**src/design/tbeq_pkg.sv**
```systemverilog
`timescale 1ns / 1ps
`default_nettype none
// ---------------------------------------------------------------------------
// tbeq_pkg: shared types and constants for the three-band equalizer
// Fixed formats of the register file, the pole words and the shared
// multiplier operands.
// ---------------------------------------------------------------------------
package tbeq_pkg;

	localparam int REG_W      = 16;  // width of every configuration register
	localparam int PADDR_W    = 5;   // five registers at byte addresses 0..16
	localparam int PDATA_W    = 32;
	localparam int REG_IDX_W  = 3;

	localparam int COEFF_FRAC = 15;  // Q1.15 cutoff coefficients
	localparam int GAIN_FRAC  = 12;  // Q4.12 band gains
	localparam int POLE_W     = 32;  // signed pole word
	localparam int OPA_W      = 35;  // signal operand of the shared multiplier
	localparam int OPB_W      = 17;  // coefficient or gain, zero-extended
	localparam int PROD_W     = OPA_W + OPB_W;
	localparam int ACC_W      = 56;  // sum of three band products
	localparam int DELAY_DEPTH = 3;

	localparam logic [REG_IDX_W-1:0] REG_LOW_COEFF  = 3'd0;
	localparam logic [REG_IDX_W-1:0] REG_HIGH_COEFF = 3'd1;
	localparam logic [REG_IDX_W-1:0] REG_LOW_GAIN   = 3'd2;
	localparam logic [REG_IDX_W-1:0] REG_MID_GAIN   = 3'd3;
	localparam logic [REG_IDX_W-1:0] REG_HIGH_GAIN  = 3'd4;

	localparam logic [REG_W-1:0] GAIN_UNITY = 16'h1000;

	typedef struct packed {
		logic [REG_W-1:0] low_cutoff_coeff;
		logic [REG_W-1:0] high_cutoff_coeff;
		logic [REG_W-1:0] low_band_gain;
		logic [REG_W-1:0] mid_band_gain;
		logic [REG_W-1:0] high_band_gain;
	} cfg_t;

	typedef struct packed {
		logic              en;
		logic [OPA_W-1:0]  a;   // two's complement
		logic [OPB_W-1:0]  b;   // two's complement
	} mul_req_t;

endpackage
`default_nettype wire

```
**src/design/tbeq_regs.sv**
```systemverilog
`timescale 1ns / 1ps
`default_nettype none
// ---------------------------------------------------------------------------
// tbeq_regs: configuration register file
// APB-style slave holding cutoff coefficients and band gains.
// ---------------------------------------------------------------------------
module tbeq_regs (
	input  wire logic                         clk,
	input  wire logic                         arst_n,
	input  wire logic                         psel,
	input  wire logic                         penable,
	input  wire logic                         pwrite,
	input  wire logic [tbeq_pkg::PADDR_W-1:0] paddr,
	input  wire logic [tbeq_pkg::PDATA_W-1:0] pwdata,
	output logic      [tbeq_pkg::PDATA_W-1:0] prdata,
	output logic                              pready,
	output tbeq_pkg::cfg_t                    cfg
);
	import tbeq_pkg::*;

	cfg_t                 cfg_q;
	logic [REG_IDX_W-1:0] idx;
	logic                 wr_en;
	logic [REG_W-1:0]     rd_val;

	assign idx    = paddr[PADDR_W-1:2];
	assign pready = 1'b1;
	assign wr_en  = psel && penable && pwrite;

	always_ff @(posedge clk or negedge arst_n) begin
		if (!arst_n) begin
			cfg_q.low_cutoff_coeff  <= '0;
			cfg_q.high_cutoff_coeff <= '0;
			cfg_q.low_band_gain     <= GAIN_UNITY;
			cfg_q.mid_band_gain     <= GAIN_UNITY;
			cfg_q.high_band_gain    <= GAIN_UNITY;
		end else if (wr_en) begin
			unique case (idx)
				REG_LOW_COEFF:  cfg_q.low_cutoff_coeff  <= pwdata[REG_W-1:0];
				REG_HIGH_COEFF: cfg_q.high_cutoff_coeff <= pwdata[REG_W-1:0];
				REG_LOW_GAIN:   cfg_q.low_band_gain     <= pwdata[REG_W-1:0];
				REG_MID_GAIN:   cfg_q.mid_band_gain     <= pwdata[REG_W-1:0];
				REG_HIGH_GAIN:  cfg_q.high_band_gain    <= pwdata[REG_W-1:0];
				default: ;
			endcase
		end
	end

	always_comb begin
		unique case (idx)
			REG_LOW_COEFF:  rd_val = cfg_q.low_cutoff_coeff;
			REG_HIGH_COEFF: rd_val = cfg_q.high_cutoff_coeff;
			REG_LOW_GAIN:   rd_val = cfg_q.low_band_gain;
			REG_MID_GAIN:   rd_val = cfg_q.mid_band_gain;
			REG_HIGH_GAIN:  rd_val = cfg_q.high_band_gain;
			default:        rd_val = '0;
		endcase
	end

	assign prdata = {{(PDATA_W-REG_W){1'b0}}, rd_val};
	assign cfg    = cfg_q;

endmodule
`default_nettype wire

```
**src/design/tbeq_mul.sv**
```systemverilog
`timescale 1ns / 1ps
`default_nettype none
// ---------------------------------------------------------------------------
// tbeq_mul: shared signed multiplier
// One 35 x 17 signed multiply per cycle with a registered product.
// ---------------------------------------------------------------------------
module tbeq_mul (
	input  wire logic                        clk,
	input  wire tbeq_pkg::mul_req_t          req,
	output logic signed [tbeq_pkg::PROD_W-1:0] product
);
	import tbeq_pkg::*;

	logic signed [PROD_W-1:0] product_q;
	logic signed [PROD_W-1:0] full;

	assign full = $signed(req.a) * $signed(req.b);

	// hold the product until the sequencer asks for the next one
	always_ff @(posedge clk) begin
		if (req.en) begin
			product_q <= full;
		end
	end

	assign product = product_q;

endmodule
`default_nettype wire

```
**src/design/tbeq_core.sv**
```systemverilog
`timescale 1ns / 1ps
`default_nettype none
// ---------------------------------------------------------------------------
// tbeq_core: equalizer sequencer and datapath
// Steps the crossover poles and the band gains through the shared multiplier,
// accumulates the bands, rounds, saturates and presents the result.
// ---------------------------------------------------------------------------
module tbeq_core #(
	parameter int POLE_COUNT   = 4,
	parameter int SAMPLE_WIDTH = 16
) (
	input  wire logic                           clk,
	input  wire logic                           arst_n,
	input  wire tbeq_pkg::cfg_t                 cfg,
	input  wire logic                           in_valid,
	output logic                                in_stall,
	input  wire logic signed [SAMPLE_WIDTH-1:0] sample_in,
	output logic                                out_valid,
	input  wire logic                           out_stall,
	output logic signed [SAMPLE_WIDTH-1:0]      sample_out,
	output tbeq_pkg::mul_req_t                  mul_req,
	input  wire logic signed [tbeq_pkg::PROD_W-1:0] product
);
	import tbeq_pkg::*;

	localparam int POLE_FRAC = POLE_W - 1 - SAMPLE_WIDTH;
	localparam int OUT_SHIFT = GAIN_FRAC + POLE_FRAC;
	localparam int IDX_W     = (POLE_COUNT > 1) ? $clog2(POLE_COUNT) : 1;
	localparam logic [IDX_W-1:0] IDX_LAST = IDX_W'(POLE_COUNT - 1);

	localparam logic signed [PROD_W:0] PMAX = (PROD_W+1)'((64'sd1 <<< (POLE_W-1)) - 1);
	localparam logic signed [PROD_W:0] PMIN = -PMAX - 1;
	localparam logic signed [ACC_W-1:0] HALF = ACC_W'(64'sd1 <<< (OUT_SHIFT-1));
	localparam logic signed [ACC_W-1:0] SMAX =
		ACC_W'((64'sd1 <<< (SAMPLE_WIDTH-1)) - 1);
	localparam logic signed [ACC_W-1:0] SMIN = -SMAX - 1;

	localparam logic [1:0] BAND_LOW  = 2'd0;
	localparam logic [1:0] BAND_MID  = 2'd1;
	localparam logic [1:0] BAND_HIGH = 2'd2;

	typedef enum logic [2:0] {
		ST_IDLE,
		ST_POLE_MUL,
		ST_POLE_UPD,
		ST_BAND_MUL,
		ST_BAND_ACC,
		ST_ROUND
	} state_t;

	state_t                    state_q;
	logic                      high_sel_q;   // 0: low cascade, 1: high cascade
	logic [IDX_W-1:0]          idx_q;
	logic [1:0]                band_q;
	logic signed [POLE_W-1:0]  x_q;
	logic signed [POLE_W-1:0]  prev_q;
	logic signed [SAMPLE_WIDTH-1:0] s_q;
	logic signed [POLE_W-1:0]  low_poles_q  [POLE_COUNT];
	logic signed [POLE_W-1:0]  high_poles_q [POLE_COUNT];
	logic signed [SAMPLE_WIDTH-1:0] delay_q [DELAY_DEPTH];
	logic signed [ACC_W-1:0]   acc_q;
	logic signed [SAMPLE_WIDTH-1:0] out_q;
	logic                      out_valid_q;

	logic signed [POLE_W-1:0]  x_new;
	logic signed [POLE_W-1:0]  pole_cur;
	logic signed [OPA_W-1:0]   diff;
	logic signed [PROD_W-1:0]  upd;
	logic signed [PROD_W:0]    psum;
	logic signed [POLE_W-1:0]  pole_new;
	logic signed [OPA_W-1:0]   delayed;
	logic signed [OPA_W-1:0]   lows;
	logic signed [OPA_W-1:0]   highs;
	logic signed [OPA_W-1:0]   mids;
	logic signed [OPA_W-1:0]   band_val;
	logic [REG_W-1:0]          band_gain;
	logic signed [ACC_W-1:0]   rnd;
	logic signed [ACC_W-1:0]   shifted;
	logic signed [SAMPLE_WIDTH-1:0] res;
	logic                      out_free;

	// input sample in pole format
	assign x_new = {{(POLE_W-SAMPLE_WIDTH){sample_in[SAMPLE_WIDTH-1]}}, sample_in} <<< POLE_FRAC;

	// pole step
	assign pole_cur = high_sel_q ? high_poles_q[idx_q] : low_poles_q[idx_q];
	assign diff = {{(OPA_W-POLE_W){prev_q[POLE_W-1]}}, prev_q}
	            - {{(OPA_W-POLE_W){pole_cur[POLE_W-1]}}, pole_cur};
	assign upd  = product >>> COEFF_FRAC;
	assign psum = {{(PROD_W+1-POLE_W){pole_cur[POLE_W-1]}}, pole_cur}
	            + {upd[PROD_W-1], upd};

	always_comb begin
		if (psum > PMAX) begin
			pole_new = PMAX[POLE_W-1:0];
		end else if (psum < PMIN) begin
			pole_new = PMIN[POLE_W-1:0];
		end else begin
			pole_new = psum[POLE_W-1:0];
		end
	end

	// band split from the last poles and the oldest delayed sample
	assign delayed = {{(OPA_W-SAMPLE_WIDTH){delay_q[DELAY_DEPTH-1][SAMPLE_WIDTH-1]}},
	                  delay_q[DELAY_DEPTH-1]} <<< POLE_FRAC;
	assign lows  = {{(OPA_W-POLE_W){low_poles_q[POLE_COUNT-1][POLE_W-1]}},
	                low_poles_q[POLE_COUNT-1]};
	assign highs = delayed - {{(OPA_W-POLE_W){high_poles_q[POLE_COUNT-1][POLE_W-1]}},
	                          high_poles_q[POLE_COUNT-1]};
	assign mids  = delayed - (lows + highs);

	always_comb begin
		case (band_q)
			BAND_LOW: begin
				band_val  = lows;
				band_gain = cfg.low_band_gain;
			end
			BAND_MID: begin
				band_val  = mids;
				band_gain = cfg.mid_band_gain;
			end
			default: begin
				band_val  = highs;
				band_gain = cfg.high_band_gain;
			end
		endcase
	end

	// multiplier requests
	always_comb begin
		mul_req.en = 1'b0;
		mul_req.a  = diff;
		mul_req.b  = {1'b0, high_sel_q ? cfg.high_cutoff_coeff : cfg.low_cutoff_coeff};
		if (state_q == ST_POLE_MUL) begin
			mul_req.en = 1'b1;
		end else if (state_q == ST_BAND_MUL) begin
			mul_req.en = 1'b1;
			mul_req.a  = band_val;
			mul_req.b  = {1'b0, band_gain};
		end
	end

	// round half up, then saturate
	assign rnd     = acc_q + HALF;
	assign shifted = rnd >>> OUT_SHIFT;

	always_comb begin
		if (shifted > SMAX) begin
			res = SMAX[SAMPLE_WIDTH-1:0];
		end else if (shifted < SMIN) begin
			res = SMIN[SAMPLE_WIDTH-1:0];
		end else begin
			res = shifted[SAMPLE_WIDTH-1:0];
		end
	end

	assign out_free = !out_valid_q || !out_stall;

	always_ff @(posedge clk or negedge arst_n) begin
		if (!arst_n) begin
			state_q     <= ST_IDLE;
			high_sel_q  <= 1'b0;
			idx_q       <= '0;
			band_q      <= BAND_LOW;
			out_valid_q <= 1'b0;
			acc_q       <= '0;
			for (int i = 0; i < POLE_COUNT; i++) begin
				low_poles_q[i]  <= '0;
				high_poles_q[i] <= '0;
			end
			for (int i = 0; i < DELAY_DEPTH; i++) begin
				delay_q[i] <= '0;
			end
		end else begin
			// drop the result once taken, unless a new one replaces it below
			if (out_valid_q && !out_stall && state_q != ST_ROUND) begin
				out_valid_q <= 1'b0;
			end
			unique case (state_q)
				ST_IDLE: begin
					if (in_valid) begin
						x_q        <= x_new;
						prev_q     <= x_new;
						s_q        <= sample_in;
						high_sel_q <= 1'b0;
						idx_q      <= '0;
						acc_q      <= '0;
						state_q    <= ST_POLE_MUL;
					end
				end
				ST_POLE_MUL: begin
					state_q <= ST_POLE_UPD;
				end
				ST_POLE_UPD: begin
					if (high_sel_q) begin
						high_poles_q[idx_q] <= pole_new;
					end else begin
						low_poles_q[idx_q] <= pole_new;
					end
					if (idx_q != IDX_LAST) begin
						prev_q  <= pole_new;
						idx_q   <= idx_q + 1'b1;
						state_q <= ST_POLE_MUL;
					end else if (!high_sel_q) begin
						// restart from the input sample on the high cascade
						high_sel_q <= 1'b1;
						idx_q      <= '0;
						prev_q     <= x_q;
						state_q    <= ST_POLE_MUL;
					end else begin
						band_q  <= BAND_LOW;
						state_q <= ST_BAND_MUL;
					end
				end
				ST_BAND_MUL: begin
					state_q <= ST_BAND_ACC;
				end
				ST_BAND_ACC: begin
					acc_q <= acc_q + {{(ACC_W-PROD_W){product[PROD_W-1]}}, product};
					if (band_q == BAND_HIGH) begin
						state_q <= ST_ROUND;
					end else begin
						band_q  <= band_q + 1'b1;
						state_q <= ST_BAND_MUL;
					end
				end
				ST_ROUND: begin
					// hold until the previous result has been taken
					if (out_free) begin
						out_q       <= res;
						out_valid_q <= 1'b1;
						for (int i = DELAY_DEPTH - 1; i > 0; i--) begin
							delay_q[i] <= delay_q[i-1];
						end
						delay_q[0] <= s_q;
						state_q    <= ST_IDLE;
					end
				end
				default: state_q <= ST_IDLE;
			endcase
		end
	end

	assign in_stall   = (state_q != ST_IDLE);
	assign out_valid  = out_valid_q;
	assign sample_out = out_q;

endmodule
`default_nettype wire

```
**src/design/three_band_equalizer.sv**
```systemverilog
`timescale 1ns / 1ps
`default_nettype none
// ---------------------------------------------------------------------------
// three_band_equalizer: three-band audio equalizer, top level
// Two POLE_COUNT-pole low-pass crossover cascades split each sample into low,
// mid and high bands; each band is scaled by its gain and the sum saturated.
// ---------------------------------------------------------------------------
// Each sample request steps through the single shared 35x17 multiplier
// between acceptances: every pole of both cascades takes a multiply and an
// update step, every band a multiply and an accumulate step, then one round
// step, which waits while the previous result is still held, and one accept
// step. in_stall is high while a sample is being processed; the result sits
// in an output register, so a new sample is taken while it waits.
// Registers (16 bits at byte addresses 0x00..0x10): low cutoff coefficient,
// high cutoff coefficient (Q1.15), then low, mid and high gains (Q4.12,
// reset to unity). Write them only while the block is idle.
module three_band_equalizer #(
	parameter int POLE_COUNT   = 4,
	parameter int SAMPLE_WIDTH = 16
) (
	input  wire logic                           clk,
	input  wire logic                           arst_n,
	input  wire logic                           psel,
	input  wire logic                           penable,
	input  wire logic                           pwrite,
	input  wire logic [tbeq_pkg::PADDR_W-1:0]   paddr,
	input  wire logic [tbeq_pkg::PDATA_W-1:0]   pwdata,
	output logic      [tbeq_pkg::PDATA_W-1:0]   prdata,
	output logic                                pready,
	input  wire logic                           in_valid,
	output logic                                in_stall,
	input  wire logic signed [SAMPLE_WIDTH-1:0] sample_in,
	output logic                                out_valid,
	input  wire logic                           out_stall,
	output logic signed [SAMPLE_WIDTH-1:0]      sample_out
);
	import tbeq_pkg::*;

	cfg_t                     cfg;
	mul_req_t                 mul_req;
	logic signed [PROD_W-1:0] product;

	tbeq_regs u_regs (
		.clk     (clk),
		.arst_n  (arst_n),
		.psel    (psel),
		.penable (penable),
		.pwrite  (pwrite),
		.paddr   (paddr),
		.pwdata  (pwdata),
		.prdata  (prdata),
		.pready  (pready),
		.cfg     (cfg)
	);

	tbeq_mul u_mul (
		.clk     (clk),
		.req     (mul_req),
		.product (product)
	);

	tbeq_core #(
		.POLE_COUNT   (POLE_COUNT),
		.SAMPLE_WIDTH (SAMPLE_WIDTH)
	) u_core (
		.clk        (clk),
		.arst_n     (arst_n),
		.cfg        (cfg),
		.in_valid   (in_valid),
		.in_stall   (in_stall),
		.sample_in  (sample_in),
		.out_valid  (out_valid),
		.out_stall  (out_stall),
		.sample_out (sample_out),
		.mul_req    (mul_req),
		.product    (product)
	);

endmodule
`default_nettype wire
```
**config.mk**
```make
export PLATFORM = sky130hd
export DESIGN_NAME = three_band_equalizer
export DESIGN_NICKNAME = d
export VERILOG_FILES = /design/src/design/tbeq_pkg.sv /design/src/design/tbeq_regs.sv /design/src/design/tbeq_mul.sv /design/src/design/tbeq_core.sv /design/src/design/three_band_equalizer.sv
export SDC_FILE = /design/constraint.sdc
export NUM_CORES = 2
export LEC_CHECK = 0
export BUFFER_PORTS_ARGS = -buffer_cell sky130_fd_sc_hd__clkbuf_2
export CORE_MARGIN = 1.5
export CORE_UTILIZATION = 59
export DETAILED_ROUTE_END_ITERATION = 10
export PLACE_DENSITY = 0.75
export SLEW_MARGIN = 20
export SYNTH_ARGS = -nofsm -noshare
export SYNTH_HDL_FRONTEND = slang
export SYNTH_HIERARCHICAL = 1
export SYNTH_SLANG_ARGS = --single-unit
```
**constraint.sdc**
```tcl
create_clock -name clk -period 19.1 [get_ports clk]
set_clock_uncertainty 0.15 [all_clocks]
set_input_delay 3.82 -clock clk [delete_from_list [all_inputs] [get_ports clk]]
set_output_delay 3.82 -clock clk [all_outputs]
set_load 0.005 [all_outputs]
```
# Word level (Yosys, flattened, before mapping)
# Index checks and enable logic that the tools add are counted.
[word_totals]
reg_bits = 581
output_inout_bits = 51
[op_classes]
add_sub_neg = 9
multipliers = 1
n_lt_le_gt_ge = 6
eq_ne = 19
muxes = 47
n_bitwise = 2
reduce_logical = 31
[op_table]
columns = ["cell", "n"]
rows = [
  ["two-way mux 32 bit", 11],
  ["bitwise mux 128 bit", 2],
  ["binary-select mux 32 bit (select 2 bit)", 2],
  ["one-hot mux 56 bit (2 select lines)", 1],
  ["one-hot mux 16 bit (5 select lines)", 1],
  ["one-hot mux 35 bit (2 select lines)", 1],
  ["demux 32 bit (select 2 bit)", 1],
  ["one-hot mux 32 bit (2 select lines)", 1],
  ["adder 56 x 28 -> 56 bit (second input constant)", 1],
  ["adder 56 bit", 1],
  ["two-way mux 56 bit", 1],
  ["greater-than comparator 53 x 32 -> 1 bit (second input constant)", 1],
  ["less-than comparator 53 x 32 -> 1 bit (second input constant)", 1],
  ["two-way mux 53 bit", 1],
  ["multiplier 35 x 17 -> 52 bit", 1],
  ["two-way mux 52 bit", 1],
  ["adder 32 x 37 -> 38 bit", 1],
  ["subtractor 31 x 35 -> 35 bit", 1],
  ["adder 32 x 33 -> 34 bit", 1],
  ["subtractor 31 x 32 -> 33 bit", 1],
  ["subtractor 32 x 32 -> 33 bit", 1],
  ["two-way mux 16 bit", 2],
  ["one-hot mux 16 bit (2 select lines)", 1],
  ["greater-than comparator 29 x 16 -> 1 bit (second input constant)", 1],
  ["30 further kinds", 78],
]

# Depth between registers and ports, before layout
[logic_depth]
depth_word = 11
mapped_depth = 47
ltp_nobuf = 45

# Cells and area by module
# Netlist, hierarchy kept.
[modules_own_cells]
columns = ["module", "instances", "cells_per_inst", "area_per_inst_um2"]
rows = [
  ["tbeq_core", 1, 3259, 29988.8],
  ["tbeq_mul", 1, 2375, 22052.4],
  ["tbeq_regs", 1, 275, 3846.2],
]

# Least setup slack after synthesis
# OpenSTA, ideal clock, no wires.
[synth_path]
path_kind = "register to register"
from = "reg u_core/high_poles_q[0] in the netlist's numbering"
to = "reg u_mul.product_q[48] (netlist: u_mul/product[48]) (data pin)"
setup_ns = 0.258
arrival_ns = 10.677
t_required_ns = 18.692
setup_slack_ns = 8.015
path_stages_with_launch = 42
path_cell_list = "dfrtp_1 > inv_1 > ha_1 > or4b_4 > or4b_1 > o21ba_2 > o21ai_2 > a21o_1 > a21o_1 > a21oi_1 > xor2_1 > fa_1 > ha_1 > and4_1 > a41oi_1 > o2bb2ai_1 > o21ai_0 > nand2_1 > [6 not listed] > fa_1 > fa_1 > fa_1 > fa_1 > fa_1 > inv_1 > fa_1 > inv_1 > ha_1 > and2_1 > a21o_1 > a21o_1 > a21oi_1 > o21ai_1 > a21o_1 > a221o_1 > a31oi_1 > xnor2_1"
[synth_lines]
columns = ["element", "line_no", "source"]
rows = [
  ["start: declaration", "tbeq_core.sv:59", "logic signed [POLE_W-1:0] high_poles_q [POLE_COUNT];"],
  ["start signal: indexed assignment", "tbeq_core.sv:196", "high_poles_q[idx_q] <= pole_new;"],
  ["end signal: assignment", "tbeq_mul.sv:22", "product_q <= full;"],
  ["end: declaration", "tbeq_mul.sv:14", "logic signed [PROD_W-1:0] product_q;"],
]

==> impl_metrics.csv <==
group,metric,value,unit
yosys,synth_top_family_by_area,"adder cells",
die,num_io_pins,111,
global_route,grt_pass1_vias,44126,
worst_setup_path,required,19370,ps
placement,gp_congestion,0.9749,
cts,post_cts_resized,0,
run_status,status,"finished, final reports clean",
run,max_cap_violations,0,
cts,clockRootBuffer,"clkbuf_16",
yosys,yosysUniqueCellTypes,113,
worst_setup_path,crit_arrival,13430,ps
cts,numClockSinks,565,
yosys,synth-seq-area-share,26.34,%
yosys,ys.flop_type,"dfrtp_1",
die,die_h,310.8,um
cts,cts.clk_slew.worst_paths,60,ps
finish,layout_common_cells,"nand2_1 (797), inv_1 (766), fa_1 (588)",
cts,cts_tree,"yes",
yosys,synth_seq_cells,565,
sta,finalSetupTns,0,ps
die,start_util,59.70,%
die,row_count,112,
finish,drive_above_1_share,10.29,%
worst_setup_path,reg2reg_depth,40,
sta,setup_viol,0,
min_path,hp-class,"reg2reg",
worst_setup_path,r2r_slack,5940,ps
yosys,synthXorXnorAreaFrac,3.683,%
global_route,grt_use_total,31.64,%
min_path,hold_depth,2,
placement,dp.final_hpwl,112200,um
route,drtIter0Drc,3645,
global_route,grt_pass1_wl,242300,um
finish,seqCellArea,14730,um^2
yosys,ys.warnings.count,6,
placement,placement.io_buffers,75,
yosys,syn_inst,5909,
finish,syn2layout_area_growth,6.524,%
yosys,synth-simple-area-share,13.06,%
finish,antenna_cells,0,
finish,final_common_cell,"nand2_1",
sta,post-route-min-period,13160,ps
worst_setup_path,setup.worst_path.start_class,"flip-flop",
sta,relSlewSlack,21.57,%
worst_setup_path,r2r_end,"u_mul/product[48]",
cts,numCtsBuffers,61,
worst_setup_path,max_stage_delay,980,ps
sta,slew_viol_final,0,
yosys,synth_compound_area_share,14.43,%
min_path,min-delay-start,"u_core/high_poles_q[46]",
yosys,synth_area_per_cell,9.458,um^2
yosys,synth_edf_count,116,
sta,fin_crit_sh,68.88,%
route,drc,0,
cts,postCtsHoldBufs,0,
worst_setup_path,cp_common_cell,"fa_1",
yosys,synthAdderAreaFrac,28.20,%
cts,worstSkewPairLatency,680,ps
route,via_per_inst,6.004,
min_path,whs_endpoint,"u_core/high_poles_q[46]",
global_route,grt_max_degree,176,
sta,hold_violations,0,
route,postRouteWirelength,150800,um
yosys,synth_mux_area_share,6.660,%
global_route,overflow,0,
route,num_vias,42765,
finish,fin_nets,6785,
finish,multiInputGateArea,37200,um^2
sta,rsz0062_at_grt,"false",
worst_setup_path,r2r-start,"u_core/high_poles_q[0]",
worst_setup_path,slowest_stage,"fa_1",
yosys,async_flop_share,79.47,%
sta,tightest_slew,1175,ps
sta,fmax,0.07601,GHz
worst_setup_path,endpoint_kind,"flip-flop",
cts,cts_setup_buffers,0,
die,coreArea,93610,um^2
worst_setup_path,path_class,"reg2reg",
route,ant_nets,0,
finish,fillers,7675,
die,die-area,96580,um^2
worst_setup_path,cp_max_fo,17,
yosys,synth_area,55890,um^2
worst_setup_path,worstSetupStartpoint,"u_core/high_poles_q[0]",
global_route,grt_antenna_before_repair,0,
route,wl_per_cell,21.18,um
die,die_x,310.8,um
cts,cts_max_level,2,
route,dr.pass1.iters,5,
cts,cts_buffer_depth,3,
-- cell type report --
class	instances	area share, %
multi-input combinational	4273	62.49
inverter	767	4.836
tap	1254	2.635
clock buffer	82	2.886
clock inverter	32	0.7104
sequential	565	24.75
timing repair buffer	150	1.694
-- worst max path at each step --
stage	end	slack [ps]	depth (start not counted)
after floorplan	u_mul/product[48]	8010	41
after global placement	u_mul/product[48]	6190	40
after detailed placement	u_mul/product[48]	6030	40
after CTS	u_mul/product[48]	6050	40
after global routing	u_mul/product[48]	5320	40
final	u_mul/product[48]	5940	40
-- registers in the layout (all words and copies together), names as in the netlist, 16 cells and up --
signal	cells
u_core/x_q	16
u_core/high_poles_q	128
u_regs/cfg	80
u_core/low_poles_q	128
u_core/prev_q	32
u_core/acc_q	56
u_core/delay_q	48
u_mul/product	52
u_core/sample_out	16
-- cell usage after synthesis (20+ instances only) --
cell type / number / area share, %
o21ai_0: 428 / 3.8
dfrtp_1: 446 / 20
mux2i_1: 52 / 0.93
nand4_1: 35 / 0.39
o21a_1: 28 / 0.38
o21bai_1: 34 / 0.46
nand2_1: 802 / 5.4
ha_1: 319 / 7.1
buf_1: 20 / 0.13
edfxtp_1: 116 / 6.2
and3_1: 27 / 0.30
nand2b_1: 29 / 0.32
mux2_2: 143 / 2.9
nand3_1: 72 / 0.64
clkbuf_1: 252 / 1.7
a21oi_1: 295 / 2.6
o21ai_1: 64 / 0.57
a22oi_1: 21 / 0.28
fa_1: 588 / 21
nor2b_1: 21 / 0.24
buf_4: 24 / 0.32
a31oi_1: 30 / 0.34
o211ai_1: 26 / 0.35
inv_1: 766 / 5.1
mux4_2: 64 / 2.6
nor3_1: 48 / 0.43
a211oi_1: 51 / 0.69
a22o_1: 26 / 0.41
xnor2_1: 135 / 2.1
a21o_1: 94 / 1.3
xor2_1: 100 / 1.6
and2_1: 268 / 3.0
nor2_1: 193 / 1.3
-- logic make-up (layout without fill, tap and decap cells) --
logic type	count (synthesis)	count (layout)
and+or+nand+nor	1566	1566
AOI/OAI and AO/OA	1278	1278
buffers and inverters	1086	1031
adders and majority gates	907	907
DFF	565	565
muxes	269	269
xor gates and xnor gates	235	235
other	3	18
-- layer usage --
layer | global-route usage, % | vias up | part of all wire (%)
met5 | 0 | - | 0
met4 | 11.74 | 0 | 4.0
met3 | 4.472 | 333 | 7.5
met2 | 51.67 | 1682 | 47
met1 | 43.16 | 21282 | 42
li1 | - | 19468 | -
-- critical path: cells and delay by family, from the launching register on --
family / cells / cell delay, ps
compound gates: 17 / 3800
xor+xnor: 2 / 340
fa+ha+maj: 10 / 4970
buf+inv: 4 / 320
flops: 1 / 440
simple gates: 7 / 2880
-- through the flow --
stage                     cell area, um^2  hold slack [ps]  util, %  instances  worst slack (ps)
after global routing                59530            349.4    63.60       7123              5321
final                               59530            325.6    63.60       7123              5944
after global placement              57310            306.8    61.22       7006              6193
after detailed placement            57310            315.4    61.22       7006              6030
after floorplan                     55940            294.6        -       5924              8015
after CTS                           59450            329.6    63.51       7120              6046
Power is not shown: default switching activity piles up to over one toggle a cycle in this logic, so the estimate is an artifact.
